[config.mk]
export PLATFORM = sky130hd
export DESIGN_NAME = drill_leadscrew_sequencer
export DESIGN_NICKNAME = d
export VERILOG_FILES = /design/src/dls_pkg.sv /design/src/dls_step.sv /design/src/drill_leadscrew_sequencer.sv
export VERILOG_INCLUDE_DIRS = /design/src /design/src/src
export SDC_FILE = /design/constraint.sdc
export NUM_CORES = 1
export LEC_CHECK = 0
export BUFFER_PORTS_ARGS = -buffer_cell sky130_fd_sc_hd__buf_4
export CORE_MARGIN = 4
export CORE_UTILIZATION = 58
export CTS_CLUSTER_DIAMETER = 200
export CTS_CLUSTER_SIZE = 10
export DETAILED_ROUTE_END_ITERATION = 6
export PLACE_DENSITY = 0.81
export RECOVER_POWER = 50
export SETUP_SLACK_MARGIN = 0.2
export SYNTH_ARGS = -nofsm -noshare
export SYNTH_HDL_FRONTEND = slang
export SYNTH_SLANG_ARGS = --single-unit
[constraint.sdc]
create_clock -name clk_i -period 5 [get_ports clk_i]
set_input_delay 1 -clock clk_i [delete_from_list [all_inputs] [get_ports clk_i]]
set_output_delay 1 -clock clk_i [all_outputs]
set_load 0.005 [all_outputs]
[src/drill_leadscrew_sequencer_defines.svh]
// ----------------------------------------------------------------------------
// drill lead screw sequencer assertion macros
// concurrent checks that compile away when SYNTHESIS is defined
// ----------------------------------------------------------------------------
`ifndef DRILL_LEADSCREW_SEQUENCER_DEFINES_SVH
`define DRILL_LEADSCREW_SEQUENCER_DEFINES_SVH

`ifndef SYNTHESIS

// implication or plain property, checked on every clock edge outside reset
`define DLS_ASSERT(name, clk, rst_n, prop) \
  name: assert property (@(posedge clk) disable iff (!(rst_n)) (prop)) \
    else $error("dls assertion failed");

// condition that must never be seen outside reset
`define DLS_ASSERT_NEVER(name, clk, rst_n, cond) \
  name: assert property (@(posedge clk) disable iff (!(rst_n)) !(cond)) \
    else $error("dls forbidden condition seen");

`else

`define DLS_ASSERT(name, clk, rst_n, prop)
`define DLS_ASSERT_NEVER(name, clk, rst_n, cond)

`endif

`endif

[src/dls_pkg.sv]
// ----------------------------------------------------------------------------
// dls_pkg
// types and constants shared by the drill lead screw sequencer
// ----------------------------------------------------------------------------
package dls_pkg;

  localparam int unsigned DWELL_W   = 17;
  localparam int unsigned DUTY_W    = 8;
  localparam int unsigned ELAPSED_W = 10;
  localparam int unsigned CFG_IDX_W = 2;
  localparam int unsigned CFG_DATA_W = DWELL_W;

  localparam logic [DWELL_W-1:0] DWELL_RESET = DWELL_W'(30000);
  localparam logic [DUTY_W-1:0]  DUTY_RESET  = DUTY_W'(1);
  localparam logic [DWELL_W-1:0] TIMER_MAX   = '1;

  // configuration register indexes
  typedef enum logic [CFG_IDX_W-1:0] {
    CFG_DWELL_MS   = 2'd0,
    CFG_SCREW_DUTY = 2'd1
  } dls_cfg_idx_e;

  // lead screw command
  typedef enum logic [1:0] {
    DRIVE_COAST = 2'd0,
    DRIVE_UP    = 2'd1,
    DRIVE_DOWN  = 2'd2
  } dls_drive_e;

  typedef struct packed {
    logic                 upper_switch;
    logic                 lower_switch;
    logic [ELAPSED_W-1:0] elapsed_ms;
  } dls_in_t;

  typedef struct packed {
    logic [1:0]        screw_drive;
    logic [DUTY_W-1:0] drive_duty;
    logic              auger_on;
    logic              top_count;
    logic              bottom_count;
    logic              dwelling;
    logic              retracting;
    logic              cycle_done;
  } dls_out_t;

  // sequencer state carried between ticks
  typedef struct packed {
    logic               prev_upper;
    logic               prev_lower;
    logic               top_hit;
    logic               bottom_hit;
    logic               moving_up;
    logic               fully_extended;
    logic               dwell_active;
    logic               dwell_finished;
    logic [DWELL_W-1:0] dwell_timer;
    dls_drive_e         screw_command;
    logic               auger_state;
  } dls_state_t;

endpackage

[src/dls_step.sv]
// ----------------------------------------------------------------------------
// dls_step
// next-state and result logic for one control tick
// ----------------------------------------------------------------------------
module dls_step (
  input  dls_pkg::dls_state_t              state_i,
  input  dls_pkg::dls_in_t                 in_i,
  input  logic [dls_pkg::DWELL_W-1:0]      dwell_ms_i,
  input  logic [dls_pkg::DUTY_W-1:0]       screw_duty_i,
  output dls_pkg::dls_state_t              state_o,
  output dls_pkg::dls_out_t                result_o
);
  import dls_pkg::*;

  localparam logic [1:0] HITS_NONE  = 2'd0;
  localparam logic [1:0] HITS_ONCE  = 2'd1;
  localparam logic [1:0] HITS_TWICE = 2'd2;

  dls_state_t         st;
  logic [DWELL_W:0]   timer_sum;
  logic [1:0]         top_hits;
  logic               rise_u;
  logic               rise_l;
  logic               done;

  always_comb begin
    st        = state_i;
    top_hits  = {1'b0, state_i.top_hit};
    done      = 1'b0;

    // saturating dwell timer
    timer_sum = {1'b0, state_i.dwell_timer} + (DWELL_W+1)'(in_i.elapsed_ms);
    st.dwell_timer = timer_sum[DWELL_W] ? TIMER_MAX : timer_sum[DWELL_W-1:0];

    rise_u = in_i.upper_switch & ~state_i.prev_upper;
    rise_l = in_i.lower_switch & ~state_i.prev_lower;
    st.prev_upper = in_i.upper_switch;
    st.prev_lower = in_i.lower_switch;

    if (rise_u && top_hits == HITS_NONE) begin
      st.screw_command = DRIVE_COAST;
      top_hits         = HITS_ONCE;
    end
    if (top_hits == HITS_NONE) begin
      st.screw_command = DRIVE_UP;
    end
    if (!st.bottom_hit && top_hits == HITS_ONCE) begin
      st.auger_state   = 1'b1;
      st.screw_command = DRIVE_DOWN;
      st.moving_up     = 1'b0;
    end
    if (!st.moving_up && !st.bottom_hit && rise_l) begin
      st.bottom_hit = 1'b1;
    end
    if (st.bottom_hit && top_hits == HITS_ONCE && !st.dwell_finished &&
        !st.dwell_active) begin
      st.screw_command  = DRIVE_COAST;
      st.fully_extended = 1'b1;
      st.dwell_active   = 1'b1;
      st.dwell_timer    = '0;
    end
    if (st.fully_extended && st.bottom_hit && top_hits == HITS_ONCE &&
        st.dwell_active && st.dwell_timer >= dwell_ms_i) begin
      st.dwell_active   = 1'b0;
      st.fully_extended = 1'b0;
      st.dwell_finished = 1'b1;
      st.screw_command  = DRIVE_UP;
      st.moving_up      = 1'b1;
    end
    if (st.moving_up && rise_u && st.bottom_hit && top_hits == HITS_ONCE) begin
      st.screw_command = DRIVE_COAST;
      st.moving_up     = 1'b0;
      top_hits         = HITS_TWICE;
    end
    // cycle end: clear counters and edge history
    if (top_hits == HITS_TWICE && st.bottom_hit) begin
      st.prev_upper     = 1'b0;
      st.prev_lower     = 1'b0;
      st.dwell_finished = 1'b0;
      top_hits          = HITS_NONE;
      st.bottom_hit     = 1'b0;
      st.fully_extended = 1'b0;
      st.dwell_active   = 1'b0;
      done              = 1'b1;
    end
    st.top_hit = top_hits[0];
  end

  assign state_o = st;

  always_comb begin
    result_o.screw_drive  = st.screw_command;
    result_o.drive_duty   = (st.screw_command != DRIVE_COAST) ? screw_duty_i : '0;
    result_o.auger_on     = st.auger_state;
    result_o.top_count    = st.top_hit;
    result_o.bottom_count = st.bottom_hit;
    result_o.dwelling     = st.dwell_active;
    result_o.retracting   = st.moving_up;
    result_o.cycle_done   = done;
  end

endmodule

[src/drill_leadscrew_sequencer.sv]
// ----------------------------------------------------------------------------
// drill_leadscrew_sequencer
// lead screw and auger sequencer driven by limit switch ticks
// ----------------------------------------------------------------------------
// Each input transfer is one control tick carrying the two limit switch levels
// and the milliseconds since the previous tick; each tick yields exactly one
// result transfer. Rising switch edges step a fixed drilling cycle: raise the
// screw to the top switch, start the auger and lower to the bottom switch,
// coast for dwell_ms while the auger spins, raise to the top switch again,
// then clear the counters and report cycle_done. The whole tick update is a
// single pass of shallow logic from the state register into the result
// register, so a new tick is taken every cycle as long as the result register
// is empty or is being read in the same cycle. Configuration writes are always
// taken, index 0 sets dwell_ms, index 1 sets screw_duty, other indexes are
// ignored; write only while idle.
module drill_leadscrew_sequencer (
  input  logic                              clk_i,
  input  logic                              rst_ni,
  // tick input
  input  logic                              in_valid_i,
  output logic                              in_ready_o,
  input  dls_pkg::dls_in_t                  in_data_i,
  // result output
  output logic                              out_valid_o,
  input  logic                              out_ready_i,
  output dls_pkg::dls_out_t                 out_data_o,
  // configuration writes
  input  logic                              cfg_valid_i,
  output logic                              cfg_ready_o,
  input  logic [dls_pkg::CFG_IDX_W-1:0]     cfg_index_i,
  input  logic [dls_pkg::CFG_DATA_W-1:0]    cfg_data_i
);
  import dls_pkg::*;

`include "drill_leadscrew_sequencer_defines.svh"

  // configuration registers
  logic [DWELL_W-1:0] dwell_ms_q;
  logic [DUTY_W-1:0]  screw_duty_q;

  // sequencer state and result register
  dls_state_t state_q, state_d;
  dls_out_t   result_d, out_data_q;
  logic       out_valid_q;

  logic in_xfer;
  logic cfg_xfer;

  // result register frees up when empty or drained this cycle
  assign in_ready_o  = ~out_valid_q | out_ready_i;
  assign in_xfer     = in_valid_i & in_ready_o;
  assign cfg_ready_o = 1'b1;
  assign cfg_xfer    = cfg_valid_i;

  dls_step u_step (
    .state_i      (state_q),
    .in_i         (in_data_i),
    .dwell_ms_i   (dwell_ms_q),
    .screw_duty_i (screw_duty_q),
    .state_o      (state_d),
    .result_o     (result_d)
  );

  // configuration write, unknown indexes dropped
  always_ff @(posedge clk_i or negedge rst_ni) begin
    if (!rst_ni) begin
      dwell_ms_q   <= DWELL_RESET;
      screw_duty_q <= DUTY_RESET;
    end else if (cfg_xfer) begin
      unique case (cfg_index_i)
        CFG_DWELL_MS:   dwell_ms_q   <= cfg_data_i;
        CFG_SCREW_DUTY: screw_duty_q <= cfg_data_i[DUTY_W-1:0];
        default: ;
      endcase
    end
  end

  // state advances only on an accepted tick
  always_ff @(posedge clk_i or negedge rst_ni) begin
    if (!rst_ni) begin
      state_q <= '0;
    end else if (in_xfer) begin
      state_q <= state_d;
    end
  end

  // result valid flag
  always_ff @(posedge clk_i or negedge rst_ni) begin
    if (!rst_ni) begin
      out_valid_q <= 1'b0;
    end else if (in_xfer) begin
      out_valid_q <= 1'b1;
    end else if (out_ready_i) begin
      out_valid_q <= 1'b0;
    end
  end

  // result payload, no reset needed
  always_ff @(posedge clk_i) begin
    if (in_xfer) begin
      out_data_q <= result_d;
    end
  end

  assign out_valid_o = out_valid_q;
  assign out_data_o  = out_data_q;

  // every accepted tick shows up as a result in the next cycle
  `DLS_ASSERT(a_tick_gives_result, clk_i, rst_ni, in_xfer |=> out_valid_q)
  // the auger is never switched off once started
  `DLS_ASSERT(a_auger_stays_on, clk_i, rst_ni, state_q.auger_state |=> state_q.auger_state)
  // dwelling and retracting exclude each other
  `DLS_ASSERT_NEVER(a_dwell_vs_retract, clk_i, rst_ni,
                    state_q.dwell_active && state_q.moving_up)
  // a finished cycle always reports cleared counters
  `DLS_ASSERT_NEVER(a_done_counters_clear, clk_i, rst_ni,
                    out_valid_q && out_data_q.cycle_done &&
                    (out_data_q.top_count || out_data_q.bottom_count))

endmodule
==> flow_summary.json, run 1 <==
{
  "power.leakage_nw": 2.13,
  "max_slew_margin_pct": -93.2,
  "period_needed_ps": 4610,
  "dr.pass1.iters": 4,
  "totalWireLength_mm": 8.94,
  "grt_pass1_wl_mm": 15.3,
  "cts.clk_slew.worst_paths_ps": 80,
  "clockBufferDepth": 2,
  "hold_path.class": "reg2reg",
  "drive_above_1_share_pct": 24.2,
  "vdd_drop_max_mv": 0.261,
  "max_stage_delay_ps": 520,
  "nets": 534,
  "hold_viol_final": 0,
  "crit_slowest_cell": "or4_1",
  "num_io_pins": 55,
  "end_kind": "register",
  "routabilityCongestion": 0.942,
  "yosys_warnings": 0,
  "ys.flop_type": "dfrtp_1",
  "ctsHoldBuffers": 0,
  "path_cells": "buf_4, ha_1, nand2_1, a2111oi_4, o21a_1, or2_2, a31oi_1, o21a_1, ha_1, nand4_1, or4_1, a2111o_1, o211a_2, o21ai_4, buf_12, nor3b_1",
  "core_area_um2": 6460,
  "path_class": "in2reg",
  "ant_nets": 0,
  "clock_sinks": 70,
  "synth_compound_area_share_pct": 18.1,
  "synth_mux_area_share_pct": 3.23,
  "dp.cells": 536,
  "synth_enable_flop_cells": 16,
  "clock_latency_ps": 350,
  "status": "complete, but fails checks",
  "grt_start_max_net_pins": 55,
  "power.density_nw_per_um2": 547,
  "fin_crit_sh_pct": 92.2,
  "synth_cells": 407,
  "wl_per_cell_um": 16.2,
  "cts_root_buffer": "clkbuf_8",
  "dr_total_vias": 3259,
  "die-height_um": 90.2,
  "diodes": 0,
  "syn_area_per_cell_um2": 9.62,
  "cp_data_arrival_time_ps": 4710,
  "cp_data_required_time_ps": 5100,
  "hp-start": "state_q[0]$_DFFE_PN0P_",
  "die_w_um": 90.2,
  "setup_viol": 0,
  "synth_nets": 471,
  "rsz0062_at_grt": "no",
  "synthXorXnorAreaFrac_pct": 1.57,
  "ys_types": 56,
  "synth-async-reset-ratio_pct": 77.1,
  "cap_viol_max_count": 1,
  "post_cts_resized": 0,
  "area_growth_pct": 19.7,
  "drt-initial-drc-count": 193,
  "num_rows": 29,
  "drv_slew": 55,
  "ctsHtreeMaxLevel": 3,
  "critPathLaunchType": "input port",
  "yosys.area_share.simple_pct": 16.5,
  "first_global_vias": 3317,
  "clock_skew_ps": 14.9,
  "hpwlAfterDp_mm": 6.50,
  "drc_errors": 0,
  "reg2reg_from": "state_q[9]$_DFFE_PN0P_",
  "drt-vias-per-instance": 5.90,
  "synth_top_cell_area_share_pct": 29.4,
  "grt_remaining_overflow": 0,
  "cp_max_fo": 15,
  "holdWs_ps": 460,
  "tritoncts": "done",
  "globalRouteTotalUtil_pct": 23.0,
  "synth_area_leaders": "dfrtp_1, edfxtp_1, ha_1",
  "max_freq_ghz": 0.217,
  "dieArea_um2": 8130,
  "violations": "capacitance limit, slew limit",
  "portBuffers": 53,
  "antenna_found_initial": 0,
  "cts_post_setup_buffers_inserted": 0,
  "stdcell_count": 552,
  "seq_area_frac_synth_pct": 47.0,
  "initial_core_util_pct": 60.6,
  "synthesis.area_um2": 3920,
  "synth_top_cell_by_area": "dfrtp_1",
  "synth_top_family_by_area": "compound AO/OA/AOI/OAI gates",
  "synthAdderAreaFrac_pct": 9.14,
  "cts-buffers-inserted": 9,
  "setup.worst_path.start": "in_data_i[6]",
  "ys_seq_elements": 70,
  "worstMarginPinSlew_ps": 2900
}
## cell usage in the layout (no fill, tap or decap), types with 2 or more instances in the layout
cell	n
buf_4	63
nand2_1	46
dfrtp_1	46
nor2_1	38
o21ai_0	32
a21oi_1	28
ha_1	27
inv_1	25
edfxtp_1	16
nor3b_1	10
nand3_1	9
mux2_2	9
clkbuf_8	9
dfstp_2	8
nor3_1	7
a31oi_1	7
a21oi_2	5
o21a_1	5
xnor2_1	5
nand2b_1	5
a21o_1	4
nor2b_1	4
o211ai_1	3
a41o_1	3
and3_1	3
and2_1	3
or3_1	3
o21ai_1	3
o31ai_1	3
inv_6	3
clkbuf_4	3
o21bai_1	2
or2_2	2
xor2_1	2
nand4_1	2
a211o_1	2
o22a_1	2
a311oi_1	2
clkinvlp_4	2
clkbuf_1	2
## cells in the mapped netlist (2+ instances only)
cell	number
o21a_1	5
a211o_1	2
mux2_2	9
nand3_1	9
and3_1	3
o21bai_1	2
a311oi_1	2
nor3b_1	10
nor3_1	7
and2_1	4
o21ai_0	33
o211ai_1	3
ha_1	27
nand2_1	46
nor2_1	38
o31ai_1	3
dfrtp_1	46
a21oi_1	31
nand2b_1	5
edfxtp_1	16
or3_1	3
clkbuf_1	13
o22a_1	2
xnor2_1	5
nand4_1	2
a21oi_2	2
a41o_1	3
or2_2	2
dfstp_2	8
nor2b_1	4
a31oi_1	7
xor2_1	2
buf_2	2
a21o_1	4
o21ai_1	2
inv_1	25
## routing by layer
layer,vias up,wire [um],track usage [%]
met2,98,4390,37.8
met5,-,0,0
li1,1562,-,-
met4,0,192,8.67
met1,1581,3870,29.9
met3,18,485,4.92
## layout make-up
type / count / area, um^2
multi-input combinational: 295 / 1930
sequential: 70 / 1840
fill: 478 / 1770
timing repair buffer: 69 / 523
clock buffer: 9 / 124
tap: 77 / 96.3
inverter: 25 / 93.8
clock inverter: 7 / 80.1
## worst max-delay path, delay by kind of cell
family	cells	cell delay [ps]
AO/OA/AOI/OAI	7	1720
adder cells (fa/ha/maj)	2	670
buffers and inverters	2	270
AND/OR/NAND/NOR	5	1050
## power breakdown
group / switching [mW] / leakage [nW] / internal [mW]
Combinational: 0.685 / 1.25 / 0.545
Sequential: 0.104 / 0.778 / 0.757
Clock: 0.241 / 0.0968 / 0.236
Total: 1.03 / 2.13 / 1.54
## path summary, 6_finish.rpt
path / to / slack, ps / depth (start not counted)
setup / recovery: out_data_o[13]$_SDFFCE_PN0P_ / 390 / 16
hold / removal: state_q[0]$_DFFE_PN0P_ / 460 / 1
setup reg to reg: out_data_o[13]$_SDFFCE_PN0P_ / 730 / 15
hold reg to reg: state_q[0]$_DFFE_PN0P_ / 460 / 1
max in group asynchronous: state_q[15]$_DFFE_PN0P_ / 1780 / 1
min in group asynchronous: out_valid_o$_DFFE_PN0P_ / 1590 / 1
## through the flow
stage | TNS, ps | worst slack (ps) | total power, mW | utilization (%) | area (um^2)
after global placement | 0 | 52.6 | 2.00 | 69.3 | 4470
after detailed placement | -1190 | -124 | 2.07 | 69.3 | 4470
final | 0 | 390 | 2.57 | 72.6 | 4690
after CTS | 0 | 239 | 2.55 | 72.4 | 4680
after floorplan | 0 | 222 | 1.69 | - | 3920
after global routing | 0 | 213 | 2.79 | 72.6 | 4690
## cell families (layout without fill, tap and decap cells)
| logic type | count (synthesis) | count (layout) |
|---|---|---|
| buf+inv | 42 | 110 |
| fa+ha+maj | 28 | 28 |
| other cells | 1 | 1 |
| flops | 70 | 70 |
| xor+xnor | 7 | 7 |
| mux | 11 | 11 |
| compound gates | 111 | 111 |
| simple gates | 137 | 137 |
## sequential cells by signal (all words and copies together), names as in the netlist
register	count
state_q	28
dwell_ms_q	17
out_data_o	16
screw_duty_q	8
out_valid_o	1
No activity file was read; power rests on OpenSTA's default activity.
==> run 2, diff against run 1 <==
ABC_AREA = 1   (was default)
PLACE_DENSITY = 0.8   (was 0.81)
==> run 2 against run 1 <==
- the flow still finishes with violations (capacitance limit, slew limit)
- synthesized cell count is 26% higher
- sequential power fell by 9.2%
- utilization is 4.0 points lower
- total power is 15% lower
- via count is 3.5% higher
- sequential cell count stayed put
==> flow_summary.json, run 2 <==
{
  "status": "complete, but fails checks",
  "violations": "capacitance limit, slew limit",
  "max_freq_ghz": 0.233,
  "totalWireLength_mm": 8.58,
  "post_cts_resized": 0,
  "portBuffers": 53,
  "cts.clk_slew.worst_paths_ps": 80,
  "cap_viol_max_count": 1,
  "crit_slowest_cell": "fa_1",
  "ys_seq_elements": 70,
  "tns_ps": 0,
  "power.density_nw_per_um2": 469,
  "period_needed_ps": 4300,
  "nets": 628,
  "ys.flop_type": "dfrtp_1",
  "dr.pass1.iters": 5,
  "cpMostUsedCell": "nand2_1",
  "ys_types": 33,
  "multi_input_area_um2": 1790,
  "hold_viol_final": 0,
  "design_area_um2": 4660,
  "rsz0062_at_grt": "no",
  "seqPwrFrac_pct": 35.7,
  "cts_post_setup_buffers_inserted": 0,
  "routabilityCongestion": 0.876,
  "hpwlAfterDp_mm": 6.30,
  "end_kind": "register",
  "clock_latency_ps": 350,
  "ys_top_cells_by_count": "nand2_1, inv_1, dfrtp_1, nor2_1, o21ai_0",
  "cp_data_required_time_ps": 5100,
  "power_switching_mw": 0.911,
  "synth_top_cell_by_area": "dfrtp_1",
  "grt_pass1_wl_mm": 14.7,
  "max_slew_margin_pct": -90.9,
  "die_w_um": 91.4,
  "ctsHtreeMaxLevel": 3,
  "cts-buffers-inserted": 9,
  "clock_sinks": 70,
  "seq_area_frac_synth_pct": 45.6,
  "hold_path.class": "reg2reg",
  "synth_top_cell_area_share_pct": 28.5,
  "yosysMostFrequentCell": "nand2_1",
  "crit_family": "simple AND/OR/NAND/NOR gates",
  "drt-vias-per-instance": 5.07,
  "largest_reg_flops": 28,
  "final-seq-area_um2": 1840,
  "core_area_um2": 6790,
  "grt_remaining_overflow": 0,
  "synth-async-reset-ratio_pct": 77.1,
  "first_global_vias": 3299,
  "dr_total_vias": 3373,
  "syn_area_per_cell_um2": 7.90,
  "cp_num_buf_inv": 2,
  "critPathLaunchType": "input port",
  "swShare_pct": 41.6,
  "power.leakage_nw": 2.52,
  "cp_max_fo": 9,
  "yosys_warnings": 0,
  "synth_cells": 511,
  "dieArea_um2": 8360,
  "clock_skew_ps": 7.91,
  "clockBufferDepth": 2,
  "setup_viol": 0,
  "fin_crit_sh_pct": 85.9,
  "drive_above_1_share_pct": 15.6,
  "intPower_mw": 1.28,
  "final_cell_mix": "nand2_1, inv_1, dfrtp_1",
  "initial_core_util_pct": 59.4,
  "nFillCells": 575,
  "vdd_drop_max_mv": 0.250,
  "worstMarginPinSlew_ps": 2860,
  "antenna_found_initial": 0,
  "drc_errors": 0,
  "final_common_cell": "nand2_1",
  "synth_nets": 575,
  "synthesis.area_um2": 4040,
  "largest-register": "state_q",
  "die-height_um": 91.4,
  "num_rows": 30,
  "globalRouteTotalUtil_pct": 21.8,
  "ctsHoldBuffers": 0,
  "max_stage_delay_ps": 410,
  "dpl_cell_area_um2": 4500,
  "tritoncts": "done",
  "grt_start_max_net_pins": 55,
  "clkPwrFrac_pct": 18.7,
  "holdWs_ps": 481,
  "cts_root_buffer": "clkbuf_8",
  "area_growth_pct": 15.5,
  "synth_enable_flop_cells": 16,
  "path_class": "in2reg",
  "wl_per_cell_um": 12.9,
  "ant_nets": 0,
  "drt-initial-drc-count": 191,
  "synth_area_leaders": "dfrtp_1, nand2_1, edfxtp_1",
  "comb_power_share_pct": 45.6,
  "diodes": 0,
  "drv_slew": 55,
  "cp_data_arrival_time_ps": 4400,
  "num_io_pins": 55
}
[run 2: changes by cell type after synthesis, sizes merged, moves of 4 or more]
cell,before,now
a21o,4,0
a31oi,7,1
clkbuf,13,8
inv,25,91
mux2,10,0
nand2,46,143
nand2b,5,0
nand3,9,31
nor2b,4,0
nor3b,10,0
o21a,5,0
o21ai,36,43
xor2,2,6
[run 2: path summary, 6_finish.rpt]
kind	from	end	slack, ps	depth (start not counted)
worst max-delay path	in_data_i[0]	out_data_o[11]$_SDFFCE_PN0P_	700	26
max in group asynchronous	rst_ni	dwell_ms_q[11]$_DFFE_PN0P_	1820	1
worst max register to register	state_q[3]$_DFFE_PN0P_	out_data_o[11]$_SDFFCE_PN0P_	1080	25
min in group asynchronous	rst_ni	state_q[1]$_DFFE_PN0P_	1560	1
worst min-delay path	state_q[0]$_DFFE_PN0P_	state_q[0]$_DFFE_PN0P_	480	2
worst min register to register	state_q[0]$_DFFE_PN0P_	state_q[0]$_DFFE_PN0P_	480	2
[run 2: layout make-up]
| class | instances | share of cell area [%] |
|---|---|---|
| flip-flops and latches | 70 | 39.5 |
| well taps | 96 | 2.58 |
| multi-input cells | 337 | 38.3 |
| repair buffers | 55 | 8.61 |
| inverters | 91 | 7.32 |
| clock buffers | 9 | 2.66 |
| clock inverters | 7 | 1.05 |
[run 2: worst register-to-register path: cells and delay by family (launching register included)]
kind | cells | cell delay (ps)
AND/OR/NAND/NOR | 18 | 1650
adder cells (fa/ha/maj) | 3 | 910
AO/OA/AOI/OAI | 3 | 680
flip-flops | 1 | 390
buffers and inverters | 1 | 60
[run 2: metal layers]
metal | vias to the layer above | global-route usage [%] | part of all wire [%]
li1 | 1721 | - | -
met1 | 1548 | 28.2 | 46
met2 | 93 | 36.6 | 48
met3 | 11 | 3.73 | 4.3
met4 | 0 | 7.66 | 1.4
met5 | - | 0 | 0
[run 2: logic make-up (layout without fill, tap and decap cells)]
kind of cell             count (synthesis)  after routing  share of synthesized area (%)
AND/OR/NAND/NOR                        220            220                           22.7
buffers and inverters                  104            162                           10.1
AO/OA/AOI/OAI                           78             78                           10.5
flip-flops                              70             70                           45.6
adder cells (fa/ha/maj)                 28             28                           8.87
XOR/XNOR                                10             10                           2.17
other                                    1              1                         0.0929
[run 2: power groups by stage]
stage | Clock [mW] | Combinational, mW | Sequential, mW
after floorplan | 0 | 0.744 | 0.775
after global placement | 0 | 0.950 | 0.787
after detailed placement | 0 | 0.984 | 0.792
after CTS | 0.414 | 1.00 | 0.781
after global routing | 0.437 | 1.15 | 0.796
final | 0.408 | 0.998 | 0.782
[run 2: metrics by stage]
step | total power [mW] | utilization, % | std cells | worst slack, ps
finish | 2.19 | 68.6 | 665 | 703
CTS | 2.20 | 68.8 | 665 | 736
global placement | 1.74 | 66.3 | 649 | 603
floorplan | 1.52 | - | 511 | 984
global route | 2.38 | 68.6 | 665 | 379
detailed placement | 1.78 | 66.3 | 649 | 450
==> run 3, diff against run 2 <==
CORE_UTILIZATION = 60   (was 58)
PLACE_DENSITY = 0.83   (was 0.8)
clock period = 5.49 ns   (was 5 ns; I/O delays follow)
==> run 3 against run 2 <==
- the flow still finishes with violations (capacitance limit, slew limit)
- non-clock buffer count shrank 1
- utilization grew 4.0 points
- critical path depth shrank 1
- sequential power shrank 8.7%
- sequential share of layout area shrank 0.22 points
- cell count shrank 3.0%
- routed wire length shrank 1.2%
- via count shrank 1.3%
- count of clock-buffer cells in the layout is the same
- clock power grew 16%
- sequential cell count is the same
==> flow_summary.json, run 3 (same netlist as run 2, synthesis figures left out) <==
{
  "routabilityCongestion": 0.884,
  "holdWs_ps": 485,
  "crit_family": "simple AND/OR/NAND/NOR gates",
  "ctsHtreeMaxLevel": 3,
  "vdd_drop_max_mv": 0.221,
  "clock_skew_ps": 11.0,
  "period_needed_ps": 4380,
  "path_class": "in2reg",
  "crit_slowest_cell": "fa_1",
  "hold_viol_final": 0,
  "dp.cells": 629,
  "totalWireLength_mm": 8.48,
  "cap_viol_max_count": 1,
  "max_stage_delay_ps": 410,
  "tritoncts": "done",
  "num_rows": 29,
  "die-height_um": 90.0,
  "largest_reg_flops": 28,
  "worstMarginPinSlew_ps": 2810,
  "design_area_um2": 4690,
  "cp_num_buf_inv": 2,
  "max_freq_ghz": 0.228,
  "nets": 627,
  "ant_nets": 0,
  "clock_sinks": 70,
  "drive_above_1_share_pct": 15.8,
  "critPathLaunchType": "input port",
  "wl_per_cell_um": 13.1,
  "worst_slack_ps": 1110,
  "pre_cts_ws_ps": 789,
  "initial_core_util_pct": 62.5,
  "cts_root_buffer": "clkbuf_8",
  "tns_ps": 0,
  "dr.pass1.iters": 4,
  "end_kind": "register",
  "final_common_cell": "nand2_1",
  "post_cts_resized": 0,
  "max_slew_margin_pct": -87.2,
  "nFillCells": 497,
  "ctsHoldBuffers": 0,
  "status": "complete, but fails checks",
  "first_global_vias": 3236,
  "drt-vias-per-instance": 5.16,
  "cp_max_fo": 9,
  "cp_data_arrival_time_ps": 4490,
  "core_area_um2": 6460,
  "fin_crit_sh_pct": 79.8,
  "cpMostUsedCell": "nand2_1",
  "cts_post_setup_buffers_inserted": 0,
  "largest-register": "state_q",
  "grt_remaining_overflow": 0,
  "area_growth_pct": 16.2,
  "hpwlAfterDp_mm": 6.27,
  "drt-initial-drc-count": 195,
  "violations": "capacitance limit, slew limit",
  "drc_errors": 0,
  "drv_slew": 55,
  "power.leakage_nw": 2.55,
  "rsz0062_at_grt": "no",
  "clock_latency_ps": 350,
  "final_cell_mix": "nand2_1, inv_1, dfrtp_1",
  "globalRouteTotalUtil_pct": 22.1,
  "die_w_um": 90.0,
  "dr_total_vias": 3328,
  "grt_start_max_net_pins": 55,
  "grt_pass1_wl_mm": 14.7,
  "dpl_cell_area_um2": 4470,
  "cp_data_required_time_ps": 5600,
  "num_io_pins": 55,
  "setup_viol": 0,
  "cts.clk_slew.worst_paths_ps": 90,
  "diodes": 0,
  "hold_path.class": "reg2reg",
  "power.density_nw_per_um2": 447,
  "portBuffers": 53,
  "dieArea_um2": 8100,
  "cts-buffers-inserted": 9,
  "clockBufferDepth": 2,
  "antenna_found_initial": 0,
  "stdcell_count": 645
}
==> run 3: cell count changes in the layout (fill, tap and decap cells not counted) <==
cell	previous run	this run
buf_4	37	36
bufinv_16	0	2
clkbuf_1	3	2
clkbuf_4	15	16
clkinv_1	1	0
clkinv_2	1	0
clkinvlp_4	3	1
inv_6	1	3
==> run 3: final timing paths <==
| check | start | to | slack, ps | cells past startpoint |
|---|---|---|---|---|
| worst max-delay path | in_data_i[0] | out_data_o[11]$_SDFFCE_PN0P_ | 1110 | 25 |
| worst min-delay path | state_q[0]$_DFFE_PN0P_ | state_q[0]$_DFFE_PN0P_ | 480 | 2 |
| worst max register to register | state_q[3]$_DFFE_PN0P_ | out_data_o[11]$_SDFFCE_PN0P_ | 1590 | 24 |
| worst min register to register | state_q[0]$_DFFE_PN0P_ | state_q[0]$_DFFE_PN0P_ | 480 | 2 |
| max in group asynchronous | rst_ni | state_q[23]$_DFFE_PN0P_ | 2260 | 1 |
| min in group asynchronous | rst_ni | dwell_ms_q[2]$_DFFE_PN0P_ | 1650 | 1 |
==> run 3: where the power goes <==
| group | switching [mW] | leakage (nW) | internal, mW | total, mW |
|---|---|---|---|---|
| Sequential | 0.0651 | 0.801 | 0.649 | 0.714 |
| Clock | 0.211 | 0.111 | 0.261 | 0.472 |
| Combinational | 0.560 | 1.64 | 0.352 | 0.912 |
| Total | 0.836 | 2.55 | 1.26 | 2.10 |
==> run 3: cell type report <==
class	instances	area [um^2]	share of cell area [%]
Timing Repair Buffer	54	398	8.48
Tap cell	77	96.3	2.05
Multi-Input combinational cell	337	1790	38.1
Inverter	91	342	7.28
Clock inverter	7	103	2.19
Sequential cell	70	1840	39.3
Clock buffer	9	124	2.64
==> run 3: layer usage <==
metal | global-route usage [%] | vias up | share of wire (%)
li1 | - | 1716 | -
met1 | 28.5 | 1530 | 46
met2 | 37.1 | 71 | 49
met3 | 4.76 | 11 | 4.2
met4 | 7.02 | 0 | 1.3
met5 | 0 | - | 0
==> run 3: worst min-delay path: cells and delay by family (launching register included) <==
kind / cells / cell delay, ps
flip-flops: 1 / 340
buffers and inverters: 1 / 50
AO/OA/AOI/OAI: 1 / 70
==> run 3: stage by stage <==
| stage | power, mW | util [%] |
|---|---|---|
| 2_1_floorplan | 1.38 | - |
| 3_3_place_gp | 1.58 | 69.3 |
| 3_5_place_dp | 1.62 | 69.3 |
| 4_1_cts | 2.10 | 72.8 |
| 5_1_grt | 2.28 | 72.6 |
| 6_report | 2.10 | 72.6 |
